===== config.mk =====
export PLATFORM = sky130hd
export DESIGN_NAME = touch_button_led_effect_channel
export DESIGN_NICKNAME = d
export VERILOG_FILES = /design/src/design/tbled_pkg.sv /design/src/design/touch_button_led_effect_channel.sv
export SDC_FILE = /design/constraint.sdc
export NUM_CORES = 2
export LEC_CHECK = 0
export CAP_MARGIN = 10
export CORE_MARGIN = 2
export CORE_UTILIZATION = 40
export DETAILED_ROUTE_END_ITERATION = 10
export DONT_BUFFER_PORTS = 1
export GPL_ROUTABILITY_DRIVEN = 0
export MAX_ROUTING_LAYER = met4
export PLACE_DENSITY_LB_ADDON = 0.05
export SKIP_CTS_REPAIR_TIMING = 1
export SLEW_MARGIN = 30
export SYNTH_ARGS = -nofsm -noshare
export SYNTH_HDL_FRONTEND = slang
export SYNTH_SLANG_ARGS = --single-unit

===== constraint.sdc =====
create_clock -name clk -period 32.2 [get_ports clk]
set_clock_uncertainty 0.05 [all_clocks]
set_input_delay 3.22 -clock clk [delete_from_list [all_inputs] [get_ports clk]]
set_output_delay 3.22 -clock clk [all_outputs]
set_load 0.02 [all_outputs]

===== src/design/tbled_pkg.sv =====
// ---------------------------------------------------------------------------
// tbled_pkg
// Shared types, register codes, reset values and tables of the touch
// button LED effect channel.
// ---------------------------------------------------------------------------
`default_nettype none

package tbled_pkg;

    localparam int DEFAULT_CHANNELS = 5;
    localparam int REG_CHANNELS     = 5;

    localparam int CH_W    = 3;
    localparam int COUNT_W = 25;
    localparam int TIME_W  = 32;
    localparam int LEVEL_W = 8;
    localparam int BMODE_W = 2;
    localparam int LMODE_W = 6;
    localparam int DIM_W   = 7;
    localparam int CFG_W   = 40;
    localparam int PERIOD_W = 11;

    // x / 100 == (x * 5243) >> 19 for x <= 255 * 100
    localparam int DIM_RECIP = 5243;
    localparam int DIM_SHIFT = 19;
    localparam int FAC_W     = 20;
    localparam int DIM_MAX   = 100;

    localparam logic [CFG_W-1:0] THRESH_RESET = 40'hC8_C8_C8_C8_C8;
    localparam logic [CFG_W-1:0] BRIGHT_RESET = 40'h64_64_1E_FF_2D;

    typedef enum logic [CH_W-1:0] {
        REG_BUTTON_MODES = 3'd0,
        REG_LED_MODES    = 3'd1,
        REG_LED_ON_BITS  = 3'd2,
        REG_THRESHOLDS   = 3'd3,
        REG_MAX_BRIGHT   = 3'd4,
        REG_DIM_PERCENTS = 3'd5
    } cfg_reg_t;

    typedef logic [BMODE_W-1:0] bmode_t;
    typedef logic [LMODE_W-1:0] lmode_t;

    localparam bmode_t BTN_OFF       = 2'd0;
    localparam bmode_t BTN_MOMENTARY = 2'd1;
    localparam bmode_t BTN_TOGGLE    = 2'd2;

    localparam lmode_t LED_OFF      = 6'd0;
    localparam lmode_t LED_SOLID    = 6'd1;
    localparam lmode_t LED_FLASH_LO = 6'd20;
    localparam lmode_t LED_FLASH_HI = 6'd29;
    localparam lmode_t LED_PULSE_LO = 6'd30;
    localparam lmode_t LED_PULSE_HI = 6'd39;

    function automatic logic [PERIOD_W-1:0] rate_period(input logic [3:0] idx);
        logic [PERIOD_W-1:0] p;
        case (idx)
            4'd0:    p = 11'd1500;
            4'd1:    p = 11'd1250;
            4'd2:    p = 11'd1000;
            4'd3:    p = 11'd750;
            4'd4:    p = 11'd500;
            4'd5:    p = 11'd350;
            4'd6:    p = 11'd250;
            4'd7:    p = 11'd150;
            4'd8:    p = 11'd100;
            4'd9:    p = 11'd50;
            default: p = 11'd0;
        endcase
        return p;
    endfunction

    // dim percent, saturated to 100, times the reciprocal of 100
    function automatic logic [FAC_W-1:0] dim_factor(input logic [DIM_W-1:0] d);
        logic [DIM_W-1:0] ds;
        ds = (d > DIM_W'(DIM_MAX)) ? DIM_W'(DIM_MAX) : d;
        return FAC_W'(ds) * FAC_W'(DIM_RECIP);
    endfunction

endpackage

`default_nettype wire


===== src/design/touch_button_led_effect_channel.sv =====
// ---------------------------------------------------------------------------
// touch_button_led_effect_channel
// Touch button debounce-free press logic and LED effect per channel.
// ---------------------------------------------------------------------------
// One item is taken every clock cycle while in_stall is low. An item waits in
// the input register, where the selected channel's state is read, updated and
// written back in the same cycle, and its result is then registered in the
// result register.
// A stall on the output holds both registers; the input then stalls only
// while both are full.
// Configuration writes take effect at the edge they are written on.
`default_nettype none

module touch_button_led_effect_channel #(
    parameter int CHANNELS = tbled_pkg::DEFAULT_CHANNELS
) (
    input  wire logic                              clk,
    input  wire logic                              rst_n,

    input  wire logic                              cfg_write,
    input  wire logic [tbled_pkg::CH_W-1:0]        cfg_index,
    input  wire logic [tbled_pkg::CFG_W-1:0]       cfg_data,

    input  wire logic                              in_valid,
    output logic                                   in_stall,
    input  wire logic [tbled_pkg::CH_W-1:0]        channel,
    input  wire logic signed [tbled_pkg::COUNT_W-1:0] sensor_count,
    input  wire logic [tbled_pkg::TIME_W-1:0]      now_ms,

    output logic                                   out_valid,
    input  wire logic                              out_stall,
    output logic [tbled_pkg::CH_W-1:0]             out_channel,
    output logic [tbled_pkg::LEVEL_W-1:0]          pwm_level,
    output logic                                   pwm_written,
    output logic                                   button_status
);

    import tbled_pkg::*;

    // configuration
    logic [BMODE_W*REG_CHANNELS-1:0] button_modes_reg;
    logic [LMODE_W*REG_CHANNELS-1:0] led_modes_reg;
    logic [REG_CHANNELS-1:0]         led_on_bits_reg;
    logic [CFG_W-1:0]                thresholds_reg;
    logic [CFG_W-1:0]                max_bright_reg;
    logic [FAC_W-1:0]                dim_fac_reg [REG_CHANNELS];

    always_ff @(posedge clk or negedge rst_n)
    begin
        if (!rst_n)
        begin
            button_modes_reg <= '0;
            led_modes_reg    <= '0;
            led_on_bits_reg  <= '0;
            thresholds_reg   <= THRESH_RESET;
            max_bright_reg   <= BRIGHT_RESET;
            for (int i = 0; i < REG_CHANNELS; i++)
            begin
                dim_fac_reg[i] <= dim_factor(DIM_W'(DIM_MAX));
            end
        end
        else if (cfg_write)
        begin
            case (cfg_reg_t'(cfg_index))
                REG_BUTTON_MODES: button_modes_reg <= cfg_data[BMODE_W*REG_CHANNELS-1:0];
                REG_LED_MODES:    led_modes_reg    <= cfg_data[LMODE_W*REG_CHANNELS-1:0];
                REG_LED_ON_BITS:  led_on_bits_reg  <= cfg_data[REG_CHANNELS-1:0];
                REG_THRESHOLDS:   thresholds_reg   <= cfg_data;
                REG_MAX_BRIGHT:   max_bright_reg   <= cfg_data;
                REG_DIM_PERCENTS:
                begin
                    for (int i = 0; i < REG_CHANNELS; i++)
                    begin
                        dim_fac_reg[i] <= dim_factor(cfg_data[DIM_W*i +: DIM_W]);
                    end
                end
                default: ;
            endcase
        end
    end

    // per-channel register fields; channels past the register widths read zero
    bmode_t             bm_lane   [CHANNELS];
    lmode_t             lm_lane   [CHANNELS];
    logic               on_lane   [CHANNELS];
    logic [LEVEL_W-1:0] thr_lane  [CHANNELS];
    logic [LEVEL_W-1:0] full_lane [CHANNELS];
    logic [FAC_W-1:0]   fac_lane  [CHANNELS];

    for (genvar c = 0; c < CHANNELS; c++)
    begin : g_lane
        if (c < REG_CHANNELS)
        begin : g_reg
            assign bm_lane[c]   = button_modes_reg[BMODE_W*c +: BMODE_W];
            assign lm_lane[c]   = led_modes_reg[LMODE_W*c +: LMODE_W];
            assign on_lane[c]   = led_on_bits_reg[c];
            assign thr_lane[c]  = thresholds_reg[LEVEL_W*c +: LEVEL_W];
            assign full_lane[c] = max_bright_reg[LEVEL_W*c +: LEVEL_W];
            assign fac_lane[c]  = dim_fac_reg[c];
        end
        else
        begin : g_zero
            assign bm_lane[c]   = BTN_OFF;
            assign lm_lane[c]   = LED_OFF;
            assign on_lane[c]   = 1'b0;
            assign thr_lane[c]  = '0;
            assign full_lane[c] = '0;
            assign fac_lane[c]  = '0;
        end
    end

    // handshake
    logic s1_valid_reg;
    logic s1_valid_next;
    logic out_valid_reg;
    logic out_valid_next;
    logic in_accept;
    logic s1_adv;

    assign in_stall       = s1_valid_reg & out_valid_reg & out_stall;
    assign in_accept      = in_valid & ~in_stall;
    assign s1_adv         = s1_valid_reg & ~(out_valid_reg & out_stall);
    assign s1_valid_next  = in_accept | (s1_valid_reg & ~s1_adv);
    assign out_valid_next = s1_adv | (out_valid_reg & out_stall);

    // input register
    logic [CH_W-1:0]           s1_channel_reg;
    logic signed [COUNT_W-1:0] s1_count_reg;
    logic [TIME_W-1:0]         s1_now_reg;

    always_ff @(posedge clk or negedge rst_n)
    begin
        if (!rst_n)
        begin
            s1_valid_reg  <= 1'b0;
            out_valid_reg <= 1'b0;
        end
        else
        begin
            s1_valid_reg  <= s1_valid_next;
            out_valid_reg <= out_valid_next;
        end
    end

    always_ff @(posedge clk)
    begin
        if (in_accept)
        begin
            s1_channel_reg <= channel;
            s1_count_reg   <= sensor_count;
            s1_now_reg     <= now_ms;
        end
    end

    // channel state
    logic               pressed_reg    [CHANNELS];
    logic               press_seen_reg [CHANNELS];
    logic               status_reg     [CHANNELS];
    logic [LEVEL_W-1:0] led_value_reg  [CHANNELS];
    logic [TIME_W-1:0]  next_time_reg  [CHANNELS];

    // selected channel
    logic               ch_ok;
    logic [CHANNELS-1:0] hit;
    bmode_t             bm_s;
    lmode_t             lm_s;
    logic               on_s;
    logic [LEVEL_W-1:0] thr_s;
    logic [LEVEL_W-1:0] full_s;
    logic [FAC_W-1:0]   fac_s;
    logic               p_s;
    logic               ps_s;
    logic               st_s;
    logic [LEVEL_W-1:0] lv_s;
    logic [TIME_W-1:0]  nt_s;

    assign ch_ok = {1'b0, s1_channel_reg} < (CH_W+1)'(CHANNELS);

    always_comb
    begin
        hit    = '0;
        bm_s   = BTN_OFF;
        lm_s   = LED_OFF;
        on_s   = 1'b0;
        thr_s  = '0;
        full_s = '0;
        fac_s  = '0;
        p_s    = 1'b0;
        ps_s   = 1'b0;
        st_s   = 1'b0;
        lv_s   = '0;
        nt_s   = '0;
        for (int c = 0; c < CHANNELS; c++)
        begin
            if (s1_channel_reg == CH_W'(c))
            begin
                hit[c] = 1'b1;
                bm_s   = bm_lane[c];
                lm_s   = lm_lane[c];
                on_s   = on_lane[c];
                thr_s  = thr_lane[c];
                full_s = full_lane[c];
                fac_s  = fac_lane[c];
                p_s    = pressed_reg[c];
                ps_s   = press_seen_reg[c];
                st_s   = status_reg[c];
                lv_s   = led_value_reg[c];
                nt_s   = next_time_reg[c];
            end
        end
    end

    // button
    logic                      any_button;
    logic signed [COUNT_W-1:0] thr_signed;
    logic                      p_next;
    logic                      ps_next;
    logic                      st_next;

    // only the channels that exist enable the press logic
    always_comb
    begin
        any_button = 1'b0;
        for (int c = 0; c < CHANNELS; c++)
        begin
            if (bm_lane[c] != BTN_OFF)
            begin
                any_button = 1'b1;
            end
        end
    end

    assign thr_signed = signed'({{(COUNT_W-LEVEL_W){1'b0}}, thr_s});

    always_comb
    begin
        p_next  = p_s;
        ps_next = ps_s;
        st_next = st_s;
        if (any_button)
        begin
            if (s1_count_reg > thr_signed)
            begin
                p_next = 1'b1;
            end
            else if (s1_count_reg < thr_signed)
            begin
                p_next = 1'b0;
            end
            if (bm_s == BTN_MOMENTARY)
            begin
                st_next = p_next;
            end
            else if (bm_s == BTN_TOGGLE)
            begin
                if (p_next && !ps_s)
                begin
                    ps_next = 1'b1;
                    st_next = ~st_s;
                end
                else if (!p_next && ps_s)
                begin
                    ps_next = 1'b0;
                end
            end
        end
    end

    // LED
    logic                is_flash;
    logic                is_pulse;
    lmode_t              rate_sel;
    logic [PERIOD_W-1:0] period;
    logic                due;
    logic [TIME_W-1:0]   nt_reload;
    logic [LEVEL_W-1:0]  lv_next;
    logic [TIME_W-1:0]   nt_next;

    assign is_flash  = lm_s inside {[LED_FLASH_LO:LED_FLASH_HI]};
    assign is_pulse  = lm_s inside {[LED_PULSE_LO:LED_PULSE_HI]};
    assign rate_sel  = is_flash ? (lm_s - LED_FLASH_LO) : (lm_s - LED_PULSE_LO);
    assign period    = rate_period(rate_sel[3:0]);
    assign due       = nt_s <= s1_now_reg;
    assign nt_reload = s1_now_reg + TIME_W'(period);

    always_comb
    begin
        lv_next = lv_s;
        nt_next = nt_s;
        if (lm_s == LED_SOLID)
        begin
            lv_next = on_s ? full_s : '0;
        end
        else if (is_flash)
        begin
            if (!on_s)
            begin
                lv_next = '0;
            end
            if (st_next && due)
            begin
                lv_next = (lv_next == full_s) ? '0 : full_s;
                nt_next = nt_reload;
            end
        end
        else if (is_pulse)
        begin
            if (!on_s)
            begin
                lv_next = '0;
            end
            else if (due)
            begin
                lv_next = (lv_s != '0) ? '0 : full_s;
                nt_next = nt_reload;
            end
        end
    end

    // dimmed level
    logic [LEVEL_W+FAC_W-1:0] dim_prod;
    logic                     led_active;

    assign dim_prod   = (LEVEL_W+FAC_W)'(lv_next) * (LEVEL_W+FAC_W)'(fac_s);
    assign led_active = lm_s != LED_OFF;

    // state write-back
    logic upd;

    assign upd = s1_adv & ch_ok;

    always_ff @(posedge clk or negedge rst_n)
    begin
        if (!rst_n)
        begin
            for (int c = 0; c < CHANNELS; c++)
            begin
                pressed_reg[c]    <= 1'b0;
                press_seen_reg[c] <= 1'b0;
                status_reg[c]     <= 1'b0;
                led_value_reg[c]  <= '0;
                next_time_reg[c]  <= '0;
            end
        end
        else if (upd)
        begin
            for (int c = 0; c < CHANNELS; c++)
            begin
                if (hit[c])
                begin
                    pressed_reg[c]    <= p_next;
                    press_seen_reg[c] <= ps_next;
                    status_reg[c]     <= st_next;
                    if (led_active)
                    begin
                        led_value_reg[c] <= lv_next;
                        next_time_reg[c] <= nt_next;
                    end
                end
            end
        end
    end

    // result register
    logic [CH_W-1:0]    out_channel_reg;
    logic [LEVEL_W-1:0] pwm_level_reg;
    logic               pwm_written_reg;
    logic               status_out_reg;

    always_ff @(posedge clk)
    begin
        if (s1_adv)
        begin
            out_channel_reg <= s1_channel_reg;
            pwm_level_reg   <= (ch_ok && led_active)
                             ? dim_prod[DIM_SHIFT +: LEVEL_W] : '0;
            pwm_written_reg <= ch_ok & led_active;
            status_out_reg  <= ch_ok & st_next;
        end
    end

    assign out_valid     = out_valid_reg;
    assign out_channel   = out_channel_reg;
    assign pwm_level     = pwm_level_reg;
    assign pwm_written   = pwm_written_reg;
    assign button_status = status_out_reg;

endmodule

`default_nettype wire


### After elaboration in Yosys (flattened, before gate mapping)

Memories as Yosys holds them, arrays and structs flattened.
Cells that the tools add are included.

| storage, ports and cells | value |
|---|---|
| register bits after elaboration | 515 |
| latch bits | 0 |
| memory bits (writable) | 0 |
| bits in read-only memories | 160 |
| bits of input ports | 108 |
| word-level logic and storage cells | 230 |
| memories kept | 1 |

| operators by class | value |
|---|---|
| add/sub/neg operators | 3 |
| multipliers | 6 |
| divide/modulo/power cells | 0 |
| $lt $le $gt $ge | 13 |
| equal/unequal tests | 13 |
| shift operators | 0 |
| muxes and demuxes | 102 |
| bitwise operators | 15 |
| reductions and logical operators | 33 |

Memory list:

| memory | depth | bits a word | read ports | clocked after memory_dff | write ports | RTL line | RTL |
|---|---|---|---|---|---|---|---|
| (no name shown) | 16 | 10 | 1 | 0 | 0 | tbled_pkg.sv:57 | `case (idx)` |

Operator list:

| cell | count |
|---|---|
| $mux 32 | 11 |
| $mux 8 | 27 |
| $mul 7x13->20 const B | 5 |
| $mux 20 | 5 |
| $mux 1 | 43 |
| $gt 7x7->1 const B | 5 |
| $mux 7 | 5 |
| $add 32x11->32 | 1 |
| $le 32x32->1 | 1 |
| $mux 6 | 5 |
| $mul 8x20->27 | 1 |
| $gt 25x9->1 | 1 |
| $lt 25x9->1 | 1 |
| $reduce_and 2->1 | 11 |
| $reduce_and 3->1 | 5 |
| $eq 3x2->1 const B | 4 |
| $ge 6x5->1 const B | 2 |
| $mux 2 | 5 |
| $reduce_bool 2->1 | 5 |
| $and 1x1->1 | 9 |
| $eq 3x3->1 const B | 3 |
| $eq 8x8->1 | 1 |
| $reduce_bool 8->1 | 1 |
| $eq 3x1->1 const B | 2 |
| 15 further kinds | 26 |

### Depth between registers and ports, before layout

| depth | value |
|---|---|
| word-level depth | 20 |
| mapped depth | 50 |
| mapped depth without buffers | 39 |

### Least setup slack after synthesis

OpenSTA, ideal clock, no wires.

| path | value |
|---|---|
| path kind | register to register |
| start | reg s1_channel_reg[0] |
| end | reg pwm_level_reg[7] (netlist: pwm_level[7]), data pin |
| arrival time | 10.585 ns |
| required time | 31.889 ns |
| slack | 21.304 ns |
| cell stages (with the launch flop) | 49 |
| path buffers | 13 |
| period minus slack after synthesis | 10.896 ns |
| path through | edfxtp_1 -> buf_6 -> buf_6 -> buf_4 -> buf_2 -> buf_2 -> buf_2 -> clkbuf_1 -> buf_1 -> clkbuf_1 -> clkbuf_1 -> mux2i_1 -> o21ai_0 -> a21oi_1 -> ha_1 -> a211oi_1 -> nor2_1 -> o31ai_1 -> [13 not listed] -> inv_1 -> fa_1 -> inv_1 -> ha_1 -> a21o_1 -> a21o_1 -> a21o_1 -> a21o_1 -> a21oi_1 -> nor2b_1 -> o21ai_0 -> a21oi_1 -> o41ai_1 -> nand4_1 -> and3_1 -> buf_4 -> a41oi_2 -> mux2i_1 |

| on the way | value |
|---|---|
| word-level cells in the longest chain between the ends | 20 |
| elaborated cells on any way between the ends | 101 |
| classes of those cells | mul: 1; order compare: 8; eq/ne: 8; mux: 74; bitwise: 1; reduce/logical: 9 |

RTL lines:

| what | RTL line | RTL |
|---|---|---|
| from (decl) | touch_button_led_effect_channel.sv:127 | `logic [CH_W-1:0] s1_channel_reg;` |
| from (signal assigned) | touch_button_led_effect_channel.sv:149 | `s1_channel_reg <= channel;` |
| $logic_not 3->1 | touch_button_led_effect_channel.sv:195 | `if (s1_channel_reg == CH_W'(c))` |
| $mux 8 (5 in series) | touch_button_led_effect_channel.sv:195 |  |
| $lt 25x9->1 | touch_button_led_effect_channel.sv:246 | `else if (s1_count_reg < thr_signed)` |
| $mux 1 | touch_button_led_effect_channel.sv:246 |  |
| $mux 1 | touch_button_led_effect_channel.sv:242 | `if (s1_count_reg > thr_signed)` |
| $mux 1 | touch_button_led_effect_channel.sv:240 | `if (any_button)` |
| $logic_and 1x1->1 | touch_button_led_effect_channel.sv:256 | `if (p_next && !ps_s)` |
| $mux 1 | touch_button_led_effect_channel.sv:256 |  |
| $mux 1 | touch_button_led_effect_channel.sv:254 | `else if (bm_s == BTN_TOGGLE)` |
| $mux 1 | touch_button_led_effect_channel.sv:250 | `if (bm_s == BTN_MOMENTARY)` |
| $mux 1 | touch_button_led_effect_channel.sv:240 |  |
| $logic_and 1x1->1 | touch_button_led_effect_channel.sv:300 | `if (st_next && due)` |
| $mux 8 | touch_button_led_effect_channel.sv:300 |  |
| $mux 8 | touch_button_led_effect_channel.sv:294 | `else if (is_flash)` |
| $mux 8 | touch_button_led_effect_channel.sv:290 | `if (lm_s == LED_SOLID)` |
| $mul 8x20->27 | touch_button_led_effect_channel.sv:324 | `assign dim_prod = (LEVEL_W+FAC_W)'(lv_next) * (LEVEL_W+FAC_W)'(fac_s);` |
| to (signal assigned) | touch_button_led_effect_channel.sv:375 | `pwm_level_reg <= (ch_ok && led_active)` |
| to (decl) | touch_button_led_effect_channel.sv:366 | `logic [LEVEL_W-1:0] pwm_level_reg;` |

Parallel ways exist; a longest one is shown, timed or not. The select of a mux whose other input is x is not followed.
A chain may end at the register's enable or synchronous reset.

### Worst setup path after layout

| path | value |
|---|---|
| start | reg s1_channel_reg[1] |
| end | reg pwm_level_reg[7] (netlist: pwm_level[7]), data pin |

The elaborated chain is that of the path after synthesis.

==> impl_metrics.tcl <==
set metrics [dict create \
    start_util_pct 40.3 \
    required_ns 32.63 \
    hold_start "s1_channel_reg[1]" \
    min_to "out_channel[1]" \
    dpl_cell_area_um2 38800 \
    ys_seq_area_share_pct 35.5 \
    final_nets 4400 \
    cap_viol_max_count 0 \
    synthTopCellsByArea "dfrtp_1, ha_1, fa_1" \
    grt_overflow 0 \
    tritoncts "yes" \
    fillCellCount 8969 \
    synth_most_common_cell "nand2_1" \
    clkTransAtPathRegs_ns 0.06 \
    reg2reg_from "s1_channel_reg[1]" \
    syn_nets 4460 \
    status "complete, no violations" \
    slew_violations 0 \
    drtIter0Drc 1954 \
    die_h_um 310 \
    synth_top_family_by_area "adder cells" \
    hpwlAfterDp_mm 81.0 \
    worstSkewPairLatency_ns 0.64 \
    worst_pin_slew_ns 1.04 \
    period_share_pct 33.7 \
    whs_path_depth 0 \
    netlist.area_leader.share_pct 26.0 \
    avgSynthCellArea_um2 9.88 \
    r2r_end "pwm_level[7]" \
    post-route-min-period_ns 10.87 \
    powerDensity_nw_per_um2 69.0 \
    clock_tree.root_cell "clkbuf_16" \
    syn_area_um2 37500 \
    routed_wl_mm 111 \
    arrival_ns 11.30 \
    crit_path_max_incr_delay_ns 0.61 \
    rows 112 \
    max_freq_mhz 92.0 \
    clock-sinks 515 \
    synth_xor_area_share_pct 2.38 \
    synth_compound_area_share_pct 14.3 \
    ant_nets 0 \
    start_kind "flop" \
    ctsLongestPathBuffers 3 \
    pre_cts_slack_ns 21.36 \
    synth-seq-cells 515 \
    cp-end-kind "flop" \
    setup_viol 0 \
    h-tree-depth 3 \
    synth_adder_area_share_pct 22.5 \
    grt.total_usage_pct 24.4 \
    area_growth_pct 9.78 \
    syn_inst 3794 \
    rsz0062_at_grt "no" \
    antenna_found_initial 16 \
    largest_reg_flops 160 \
    detailroute.via_count 27600 \
    synthSimpleGateAreaFrac_pct 11.2 \
    rrSetupSlack_ns 21.33 \
    cts_buffers 67 \
    grt_pass1_vias 28600 \
    core-area_um2 93000 \
    p_leak_nw 19.1 \
    avgViaCountPerCell 5.46 \
    peakVddDrop_mv 0.0425 \
    slowest_stage "and2_2" \
    worstPathMaxFanout 82 \
    drtPass1Iterations 5 \
    dieWidth_um 310 \
    io_buffers 0 \
    slew_headroom_pct 30.7 \
    yosys.area.top_type "dfrtp_1" \
    grt_first_pass_wirelength_mm 173 \
    fin_area_um2 41200 \
    finalHoldViolCount 0 \
    wl_per_cell_um 22.1 \
    die_area_um2 96200 \
    fin_ws_ns 21.33 \
    synthDistinctLibCells 83 \
    synth_edf_count 73 \
    critical_path_class "reg2reg" \
    reg2regPathDepth 40 \
    route.detailed.drc 0 \
    ios 123 \
    muxShareOfSynthArea_pct 8.32 \
    ys.warnings.count 0 \
    synth-main-ff-cell "dfrtp_1" \
    grt_max_degree 443 \
    synth_common_cells "nand2_1, dfrtp_1, o21ai_0" \
    drive_above_1_share_pct 12.4 \
    async_flop_share_pct 85.8 \
    tns_ns 0 \
    hold_path_class "reg2reg" \
]
-- cell type report --
class | count | area [um^2] | area share (%)
flip-flops and latches | 515 | 13300 | 32.4
clock inverters | 33 | 354 | 0.860
well taps | 1254 | 1570 | 3.81
inverters | 378 | 1420 | 3.45
clock buffers | 89 | 1900 | 4.62
diodes | 8 | 20.0 | 0.0486
repair buffers | 51 | 473 | 1.15
multi-input cells | 2721 | 22100 | 53.7
-- layout by cell type, fill, tap and decap left out, types with 20 or more instances in the layout --
| cell | count |
|---|---|
| xor2_1 | 20 |
| nand3b_1 | 21 |
| a22oi_1 | 54 |
| dfstp_2 | 52 |
| o21bai_1 | 27 |
| inv_1 | 375 |
| buf_4 | 45 |
| nand2b_1 | 45 |
| dfrtp_1 | 390 |
| nand3_1 | 21 |
| xnor2_1 | 82 |
| nand4_1 | 22 |
| nand2_1 | 425 |
| edfxtp_1 | 73 |
| or2_2 | 35 |
| clkbuf_16 | 69 |
| o21ai_0 | 386 |
| nor2_1 | 222 |
| nor3_1 | 36 |
| mux2_2 | 162 |
| o22ai_1 | 27 |
| mux2i_1 | 72 |
| ha_1 | 366 |
| mux4_2 | 24 |
| a21oi_1 | 140 |
| a21o_1 | 48 |
| fa_1 | 192 |
-- logic make-up after synthesis --
| logic type | Yosys count |
|---|---|
| AOI/OAI and AO/OA | 871 |
| xor gates and xnor gates | 102 |
| adders and majority gates | 558 |
| buffers and inverters | 558 |
| DFF | 515 |
| muxes | 261 |
| and+or+nand+nor | 929 |
-- per-stage QoR --
stage	cells	hold slack, ns	total power (W)	utilization (%)
finish	5049	0.413	0.00284	44.2
global route	5047	0.435	0.00307	44.2
CTS	5037	0.418	0.00287	44.1
detailed placement	4915	0.402	0.00208	41.7
global placement	4914	0.381	0.00206	41.6
floorplan	3794	0.371	0.00175	-
-- critical path, delay by kind of cell (launching register included) --
kind / cells / cell delay, ns
AOI/OAI and AO/OA: 17 / 3.24
adders and majority gates: 6 / 2.67
and+or+nand+nor: 9 / 1.97
buffers and inverters: 6 / 1.70
muxes: 2 / 0.66
DFF: 1 / 0.35
-- layer usage --
layer | vias up | global-route usage, % | part of all wire (%)
met5 | - | - | 0
met4 | 0 | 8.41 | 3.4
met3 | 164 | 3.04 | 4.3
met2 | 612 | 39.2 | 48
met1 | 13800 | 31.8 | 45
li1 | 13000 | - | -
-- how the worst max path moves through the flow --
| stage | startpoint | end | slack, ns |
|---|---|---|---|
| detailed placement | s1_channel_reg[1] | pwm_level[7] | 21.36 |
| global placement | s1_channel_reg[1] | pwm_level[7] | 21.46 |
| global route | s1_channel_reg[1] | pwm_level[7] | 20.47 |
| CTS | s1_channel_reg[1] | pwm_level[7] | 21.37 |
| floorplan | s1_channel_reg[0] | pwm_level[7] | 21.30 |
| finish | s1_channel_reg[1] | pwm_level[7] | 21.33 |
-- where the power goes --
group	switching [W]	total, W	internal (W)
Combinational	0.000663	0.00114	0.000477
Sequential	0.000110	0.000936	0.000826
Clock	0.000313	0.000766	0.000453
No activity file was read; power rests on OpenSTA's default activity.
